<file path="src/rtl/bast_pkg.sv">
// Shared constants and types for the boxcar average slew tracker.
package bast_pkg;

   // Window length and converter width.
   localparam int WINDOW = 50;
   localparam int SAMPLE_BITS = 10;
   localparam int COUNT_BITS = 8;

   // Warmup register value after reset.
   localparam logic [COUNT_BITS-1:0] WARMUP_RESET = COUNT_BITS'(70);

   // Ring addressing and running sum width.
   localparam int POS_BITS = $clog2(WINDOW);
   localparam logic [POS_BITS-1:0] POS_LAST = POS_BITS'(WINDOW - 1);
   localparam int SUM_BITS = SAMPLE_BITS + $clog2(WINDOW);

   // Exact reciprocal for sum / WINDOW over every SUM_BITS value:
   // ceil(2^k / WINDOW) with k = SUM_BITS + ceil(log2(WINDOW)).
   localparam int RECIP_SHIFT = SUM_BITS + $clog2(WINDOW);
   localparam int RECIP_BITS = SUM_BITS + 1;
   localparam longint unsigned RECIP_FULL =
      ((64'd1 << RECIP_SHIFT) + 64'(WINDOW) - 64'd1) / 64'(WINDOW);
   localparam logic [RECIP_BITS-1:0] RECIP_MULT = RECIP_FULL[RECIP_BITS-1:0];
   localparam int PROD_BITS = SUM_BITS + RECIP_BITS;

   // Tracker outcome for one word.
   typedef struct packed {
      logic [SAMPLE_BITS-1:0] filtered;
      logic                   settled;
   } trk_result_type;

endpackage

</file>
<file path="src/rtl/bast_sample_window.sv">
// Sample ring, running sum and reciprocal mean for the boxcar average.
module bast_sample_window
   import bast_pkg::*;
(
   input  logic                   clock,
   input  logic                   reset,
   input  logic                   advance,
   input  logic [SAMPLE_BITS-1:0] sample,
   output logic [SAMPLE_BITS-1:0] mean
);

   logic [SAMPLE_BITS-1:0] ring_mem [WINDOW];
   logic [WINDOW-1:0]      ring_valid_ff;
   logic [WINDOW-1:0]      ring_valid_in;
   logic [SAMPLE_BITS-1:0] rd_data_ff;
   logic                   rd_valid_ff;
   logic                   rd_valid_in;
   logic [SUM_BITS-1:0]    sum_ff;
   logic [SUM_BITS-1:0]    sum_in;
   logic [POS_BITS-1:0]    pos_ff;
   logic [POS_BITS-1:0]    pos_in;
   logic [POS_BITS-1:0]    next_pos;
   logic [SAMPLE_BITS-1:0] oldest;
   logic [PROD_BITS-1:0]   product;

   // The entry being replaced was read ahead when the position last moved.
   assign oldest   = rd_valid_ff ? rd_data_ff : '0;
   assign next_pos = (pos_ff == POS_LAST) ? '0 : pos_ff + POS_BITS'(1);
   assign sum_in   = sum_ff - SUM_BITS'(oldest) + SUM_BITS'(sample);
   assign product  = PROD_BITS'(sum_in) * PROD_BITS'(RECIP_MULT);
   assign mean     = product[RECIP_SHIFT +: SAMPLE_BITS];

   always_comb begin
      ring_valid_in = ring_valid_ff;
      pos_in        = pos_ff;
      rd_valid_in   = rd_valid_ff;
      if (advance) begin
         ring_valid_in[pos_ff] = 1'b1;
         pos_in                = next_pos;
         rd_valid_in           = ring_valid_ff[next_pos];
      end
   end

   always_ff @(posedge clock) begin
      if (reset) begin
         ring_valid_ff <= '0;
         rd_valid_ff   <= 1'b0;
         sum_ff        <= '0;
         pos_ff        <= '0;
      end else begin
         ring_valid_ff <= ring_valid_in;
         rd_valid_ff   <= rd_valid_in;
         pos_ff        <= pos_in;
         if (advance) begin
            sum_ff <= sum_in;
         end
      end
   end

   // Write the new sample and read ahead the entry the next word replaces.
   always_ff @(posedge clock) begin
      if (advance) begin
         ring_mem[pos_ff] <= sample;
         rd_data_ff       <= ring_mem[next_pos];
      end
   end

endmodule

</file>
<file path="src/rtl/bast_slew_tracker.sv">
// Warmup counter and slew-limited tracker.
module bast_slew_tracker
   import bast_pkg::*;
(
   input  logic                   clock,
   input  logic                   reset,
   input  logic                   advance,
   input  logic [COUNT_BITS-1:0]  warmup_samples,
   input  logic [SAMPLE_BITS-1:0] mean,
   output trk_result_type         result
);

   logic [COUNT_BITS-1:0]  count_ff;
   logic [COUNT_BITS-1:0]  count_in;
   logic [SAMPLE_BITS-1:0] tracker_ff;
   logic [SAMPLE_BITS-1:0] tracker_in;
   logic                   loaded_ff;
   logic                   loaded_in;
   logic                   settled;
   logic [SAMPLE_BITS-1:0] base;

   assign settled = count_ff >= warmup_samples;
   // On the first settled word the tracker starts from the mean itself.
   assign base    = loaded_ff ? tracker_ff : mean;

   always_comb begin
      count_in   = count_ff;
      tracker_in = tracker_ff;
      loaded_in  = loaded_ff;
      if (advance) begin
         if (settled) begin
            count_in  = warmup_samples;
            loaded_in = 1'b1;
            priority if (mean > base) begin
               tracker_in = base + SAMPLE_BITS'(1);
            end else if (mean < base) begin
               tracker_in = base - SAMPLE_BITS'(1);
            end else begin
               tracker_in = base;
            end
         end else begin
            count_in = count_ff + COUNT_BITS'(1);
         end
      end
   end

   always_ff @(posedge clock) begin
      if (reset) begin
         count_ff   <= '0;
         tracker_ff <= '0;
         loaded_ff  <= 1'b0;
      end else begin
         count_ff   <= count_in;
         tracker_ff <= tracker_in;
         loaded_ff  <= loaded_in;
      end
   end

   assign result.filtered = settled ? tracker_in : mean;
   assign result.settled  = settled;

endmodule

</file>
<file path="src/rtl/boxcar_average_slew_tracker_unit.sv">
// Top level of the boxcar average slew tracker: input register, datapath, result register.
//
//   Channel   Direction  Handshake             Payload
//   req_      in         req_valid/req_stall   req_sample
//   rsp_      out        rsp_valid/rsp_stall   rsp_mean_value, rsp_filtered_value, rsp_settled
//   csr_      in         csr_wr_en             csr_wr_data (warmup_samples)
//
// One word is accepted per cycle while req_stall is low; each word passes through the
// input register and then the result register.
// The throughput is set by the single ring write port and the running-sum update,
// which together take at most one sample per cycle.
// Reset is synchronous and active high; ring entries start out invalid and read as zero,
// so no clearing pass is needed and a word can be taken right after reset.
// A stalled result holds; the input register then holds too and req_stall rises.
module boxcar_average_slew_tracker_unit
   import bast_pkg::*;
(
   input  logic                   clock,
   input  logic                   reset,
   input  logic                   req_valid,
   output logic                   req_stall,
   input  logic [SAMPLE_BITS-1:0] req_sample,
   output logic                   rsp_valid,
   input  logic                   rsp_stall,
   output logic [SAMPLE_BITS-1:0] rsp_mean_value,
   output logic [SAMPLE_BITS-1:0] rsp_filtered_value,
   output logic                   rsp_settled,
   input  logic                   csr_wr_en,
   input  logic [COUNT_BITS-1:0]  csr_wr_data
);

   // Configuration register.
   logic [COUNT_BITS-1:0]  warmup_ff;

   // Input register stage.
   logic                   in_valid_ff;
   logic                   in_valid_in;
   logic [SAMPLE_BITS-1:0] in_sample_ff;

   // Result register stage.
   logic                   rsp_valid_ff;
   logic                   rsp_valid_in;
   logic [SAMPLE_BITS-1:0] mean_ff;
   logic [SAMPLE_BITS-1:0] filtered_ff;
   logic                   settled_ff;

   logic                   advance;
   logic [SAMPLE_BITS-1:0] mean;
   trk_result_type         trk_result;

   // The word in the input register moves on whenever the result register is free
   // or is being emptied in this same cycle. All state updates follow that move.
   assign advance   = in_valid_ff && (!rsp_valid_ff || !rsp_stall);
   assign req_stall = in_valid_ff && !advance;

   assign in_valid_in  = req_stall ? in_valid_ff : req_valid;
   assign rsp_valid_in = advance ? 1'b1 : (rsp_valid_ff && rsp_stall);

   always_ff @(posedge clock) begin
      if (reset) begin
         warmup_ff    <= WARMUP_RESET;
         in_valid_ff  <= 1'b0;
         rsp_valid_ff <= 1'b0;
      end else begin
         if (csr_wr_en) begin
            warmup_ff <= csr_wr_data;
         end
         in_valid_ff  <= in_valid_in;
         rsp_valid_ff <= rsp_valid_in;
      end
   end

   always_ff @(posedge clock) begin
      if (!req_stall) begin
         in_sample_ff <= req_sample;
      end
      if (advance) begin
         mean_ff     <= mean;
         filtered_ff <= trk_result.filtered;
         settled_ff  <= trk_result.settled;
      end
   end

   bast_sample_window u_window (
      .clock   (clock),
      .reset   (reset),
      .advance (advance),
      .sample  (in_sample_ff),
      .mean    (mean)
   );

   bast_slew_tracker u_tracker (
      .clock          (clock),
      .reset          (reset),
      .advance        (advance),
      .warmup_samples (warmup_ff),
      .mean           (mean),
      .result         (trk_result)
   );

   assign rsp_valid          = rsp_valid_ff;
   assign rsp_mean_value     = mean_ff;
   assign rsp_filtered_value = filtered_ff;
   assign rsp_settled        = settled_ff;

`ifndef ASSERT_OFF
   // A word that moves out of the input register always lands in the result register.
   a_advance_fills_result: assert property (@(posedge clock) disable iff (reset)
      advance |=> rsp_valid)
      else $error("advanced word did not reach the result register");

   // A held word in the input register is neither dropped nor altered.
   a_held_word_kept: assert property (@(posedge clock) disable iff (reset)
      (in_valid_ff && !advance) |=> (in_valid_ff && $stable(in_sample_ff)))
      else $error("held input word was lost or changed");

   // The result register changes only when a new word is loaded.
   a_result_only_on_advance: assert property (@(posedge clock) disable iff (reset)
      (rsp_valid_ff && !advance) |=>
         ($stable(mean_ff) && $stable(filtered_ff) && $stable(settled_ff)))
      else $error("result register changed without a new word");
`endif

endmodule

</file>
<file path="config.mk">
export PLATFORM = sky130hd
export DESIGN_NAME = boxcar_average_slew_tracker_unit
export DESIGN_NICKNAME = d
export VERILOG_FILES = /design/src/rtl/bast_pkg.sv /design/src/rtl/bast_sample_window.sv /design/src/rtl/bast_slew_tracker.sv /design/src/rtl/boxcar_average_slew_tracker_unit.sv
export SDC_FILE = /design/constraint.sdc
export NUM_CORES = 1
export LEC_CHECK = 0
export ABC_CLOCK_PERIOD_IN_PS = 13700
export BUFFER_PORTS_ARGS = -buffer_cell sky130_fd_sc_hd__clkbuf_2
export CAP_MARGIN = 10
export CORE_UTILIZATION = 35
export CTS_BUF_LIST = sky130_fd_sc_hd__clkbuf_8
export DETAILED_ROUTE_END_ITERATION = 7
export HOLD_SLACK_MARGIN = 0.05
export PLACE_DENSITY = 0.53
export SLEW_MARGIN = 40
export SYNTH_ARGS = -nofsm -noshare
export SYNTH_HDL_FRONTEND = slang
export SYNTH_SLANG_ARGS = --single-unit
</file>
<file path="constraint.sdc">
create_clock -name clock -period 13.7 [get_ports clock]
set_input_delay 2.74 -clock clock [delete_from_list [all_inputs] [get_ports clock]]
set_output_delay 2.74 -clock clock [all_outputs]
set_load 0.03 [all_outputs]
</file>
==> results.sh <==
export IMPL_timing_reg2reg_setup_slack_ns=0.95
export IMPL_avgRoutedWirePerCell_um=20.7
export IMPL_status="completed"
export IMPL_grt_max_degree=156
export IMPL_ctsHoldBuffers=0
export IMPL_worst_r2r_cell_count=47
export IMPL_crit_reg2reg_capture="rsp_filtered_value[9]"
export IMPL_critical_path_arrival_ns=13.22
export IMPL_rsz0062_at_grt="false"
export IMPL_floorplan_die_area_um2=93400
export IMPL_worst_r2r_startpoint="u_window.rd_valid_ff"
export IMPL_yosys_most_used_dff="sky130_fd_sc_hd__edfxtp_1"
export IMPL_slew_at_the_pin_with_the_worst_max_slew_slack_ns=0.839
export IMPL_number_of_distinct_library_cells_after_synthesis=87
export IMPL_synth_seq_area_share=0.567
export IMPL_max_fanout_on_critical_path=11
export IMPL_globalplace_congestion=0.867
export IMPL_grt_pass1_wl_mm=129
export IMPL_slew_viol_final=0
export IMPL_fmax_mhz=78.4
export IMPL_max_cap_viol_count=0
export IMPL_floorplan_die_width_um=306
export IMPL_nNetsFinal=3089
export IMPL_drtPass1Iterations=6
export IMPL_async_reset_ff_frac=0
export IMPL_clk_latency_ns=0.81
export IMPL_synth_enable_flop_cells=541
export IMPL_synth_area_leader_cell="sky130_fd_sc_hd__edfxtp_1"
export IMPL_clockBufferDepth=3
export IMPL_numPortBuffers=45
export IMPL_number_of_h_tree_branching_levels=3
export IMPL_clockRootBuffer="sky130_fd_sc_hd__clkbuf_8"
export IMPL_crit_end="rsp_filtered_value[9]"
export IMPL_via_per_inst=5.28
export IMPL_critPathLaunchType="flop"
export IMPL_core_area_um2=91500
export IMPL_critPathTopFamily="adder cells"
export IMPL_num_rows=111
export IMPL_cp_depth=47
export IMPL_hold_class="flop to flop"
export IMPL_worstSetupEndpointType="flop"
export IMPL_gr_usage_total=0.180
export IMPL_flow_area_growth_from_synthesis_pct=11.7
export IMPL_final_layout_size_suffix_gt1_frac=0.113
export IMPL_via_count=21500
export IMPL_slew_headroom=0.440
export IMPL_final_total_negative_setup_slack_ns=0
export IMPL_synth_avg_cell_area_um2=11.7
export IMPL_synth_cell_area_um2=32300
export IMPL_final_period_utilization=0.931
export IMPL_dp_final_hpwl_mm=53.0
export IMPL_syn_nets=3044
export IMPL_cp_required_ns=14.17
export IMPL_ffs_latches_synth=643
export IMPL_multiInputGateArea_um2=12700
export IMPL_die_h_um=306
export IMPL_first_global_vias=21600
export IMPL_ff_latch_area_um2=18300
export IMPL_drt_first_iter_violations=1625
export IMPL_grt_antenna_before_repair=4
export IMPL_numClockSinks=643
export IMPL_worst_setup_path_type="flop to flop"
export IMPL_finalClockSkew_ns=0.107
export IMPL_synth_warnings=0
export IMPL_post_synth_top_area_fraction=0.503
export IMPL_path_clk_slew_ns=0.06
export IMPL_setup_worst_path_start="u_window.rd_valid_ff"
export IMPL_fillerInstances=8669
export IMPL_critical_path_n_buffers_inverters=3
export IMPL_floorplan_initialDensity=0.353
export IMPL_top_level_ports=46
export IMPL_cts_buffers=109
export IMPL_drt_wl_total_mm=84.3
export IMPL_tritoncts_clock_tree="built"
export IMPL_setup_viol=0
export IMPL_synthCells=2750
export IMPL_critical_path_max_stage_delay_ns=0.54
export IMPL_netlist_top_cells_area="sky130_fd_sc_hd__edfxtp_1 50%, sky130_fd_sc_hd__fa_1 6.6%, sky130_fd_sc_hd__ha_1 6.4%, sky130_fd_sc_hd__dfxtp_1 6.3%, sky130_fd_sc_hd__nand2_1 4.3%"
export IMPL_layout_min_cycle_time_ns=12.75
export IMPL_worst_path_max_delay_cell="sky130_fd_sc_hd__fa_1"
export IMPL_finalHoldViolations=0
export IMPL_gr_total_overflow=0
export IMPL_detail_route_drc_violations=0
export IMPL_antenna_violating_nets_post_route=0
export IMPL_path_common_cell="sky130_fd_sc_hd__fa_1"
-- repair_timing --
action                                  CTS  global route
resized for setup                         0             1
buffers inserted                          0             0
endpoints found under the setup margin    0             1
-- cells in the mapped netlist (10+ instances only) --
master	number
sky130_fd_sc_hd__a211oi_1	56
sky130_fd_sc_hd__a21o_1	10
sky130_fd_sc_hd__a21oi_1	171
sky130_fd_sc_hd__a311oi_1	56
sky130_fd_sc_hd__a31oi_1	39
sky130_fd_sc_hd__and2_1	15
sky130_fd_sc_hd__buf_1	23
sky130_fd_sc_hd__clkbuf_1	131
sky130_fd_sc_hd__dfxtp_1	102
sky130_fd_sc_hd__edfxtp_1	541
sky130_fd_sc_hd__fa_1	106
sky130_fd_sc_hd__ha_1	165
sky130_fd_sc_hd__inv_1	228
sky130_fd_sc_hd__mux2i_1	36
sky130_fd_sc_hd__nand2_1	369
sky130_fd_sc_hd__nand3_1	135
sky130_fd_sc_hd__nand4_1	11
sky130_fd_sc_hd__nor2_1	191
sky130_fd_sc_hd__nor2b_1	28
sky130_fd_sc_hd__nor3_1	14
sky130_fd_sc_hd__o21a_1	22
sky130_fd_sc_hd__o21ai_0	29
sky130_fd_sc_hd__o221ai_1	90
sky130_fd_sc_hd__o22ai_1	14
sky130_fd_sc_hd__xnor2_1	31
sky130_fd_sc_hd__xor2_1	10
-- layer usage --
| metal | track usage | routed length (µm) | up-vias |
|---|---|---|---|
| li1 | - | - | 10100 |
| met2 | 0.295 | 40100 | 587 |
| met3 | 0.0333 | 4540 | 154 |
| met5 | 0 | 13 | - |
| met4 | 0.0584 | 2380 | 2 |
| met1 | 0.239 | 37300 | 10700 |
-- placed cells by master, fill, tap and decap left out, types with 27 or more instances in the layout --
master                     instances
sky130_fd_sc_hd__a21oi_1         170
sky130_fd_sc_hd__o221ai_1         90
sky130_fd_sc_hd__inv_1           268
sky130_fd_sc_hd__a31oi_1          39
sky130_fd_sc_hd__nor2_1          145
sky130_fd_sc_hd__o21ai_0          29
sky130_fd_sc_hd__nor2_2           43
sky130_fd_sc_hd__a211oi_1         56
sky130_fd_sc_hd__buf_4            45
sky130_fd_sc_hd__mux2i_1          36
sky130_fd_sc_hd__nor2b_1          27
sky130_fd_sc_hd__xnor2_1          29
sky130_fd_sc_hd__fa_1            106
sky130_fd_sc_hd__a311oi_1         56
sky130_fd_sc_hd__clkbuf_2         44
sky130_fd_sc_hd__nand3_1         135
sky130_fd_sc_hd__ha_1            164
sky130_fd_sc_hd__dfxtp_1         101
sky130_fd_sc_hd__edfxtp_1        541
sky130_fd_sc_hd__nand2_1         369
sky130_fd_sc_hd__clkbuf_8        127
-- area by class of cell --
class / count / share of cell area
repair buffers: 93 / 0.0177
diodes: 3 / 0.000208
clock buffers: 127 / 0.0485
multi-input cells: 1717 / 0.352
well taps: 1186 / 0.0412
inverters: 231 / 0.0240
flip-flops and latches: 643 / 0.507
clock inverters: 76 / 0.00916
-- tightest hold or removal path: stages, from the launching register on --
cell,delay (ns)
sky130_fd_sc_hd__dfxtp_1,0.31
sky130_fd_sc_hd__nand2_1,0.05
sky130_fd_sc_hd__a21oi_1,0.05
-- how the worst min path moves through the flow --
stage,endpoint,slack (ns),startpoint,depth (start not counted)
2_1_floorplan,u_window.ring_valid_ff[43],0.43,u_window.ring_valid_ff[43],2
3_3_place_gp,u_window.ring_valid_ff[43],0.44,u_window.ring_valid_ff[43],2
3_5_place_dp,u_window.sum_ff[5],0.45,u_window.sum_ff[5],2
4_1_cts,u_window.sum_ff[7],0.46,u_window.sum_ff[7],2
5_1_grt,u_window.sum_ff[7],0.48,u_window.sum_ff[7],2
6_report,u_window.sum_ff[1],0.46,u_window.sum_ff[1],2
-- state kept, by name, indices dropped and copies added (netlist names) --
name	cells
rsp_filtered_value	10
rsp_mean_value	10
rsp_settled	1
in_valid_ff	1
warmup_ff	8
u_window.sum_ff	16
in_sample_ff	10
rsp_valid	1
u_window.rd_data_ff	10
u_tracker.loaded_ff	1
u_tracker.count_ff	8
u_window.ring_mem	500
u_window.pos_ff	6
u_tracker.tracker_ff	10
u_window.rd_valid_ff	1
u_window.ring_valid_ff	50
-- stage by stage --
stage	setup slack, ns	instance area, µm²	std cells	hold slack (ns)	util
floorplan	1.65	32300	2750	0.432	-
global placement	1.27	33800	3868	0.443	0.369
detailed placement	1.01	33900	3869	0.453	0.371
CTS	0.849	36000	4072	0.465	0.394
global route	0.160	36100	4075	0.477	0.394
finish	0.951	36100	4076	0.461	0.394
-- cell families after synthesis --
family	count (synthesis)	synth area share
buffers and inverters	390	0.0462
flip-flops	643	0.567
multiplexers	43	0.0144
adder cells (fa/ha/maj)	271	0.130
XOR/XNOR	43	0.0125
AO/OA/AOI/OAI	540	0.117
AND/OR/NAND/NOR	820	0.113
Power is left out: the tool's default activity adds up to more than one toggle a clock period on the data nets, which glitch-free logic cannot reach.
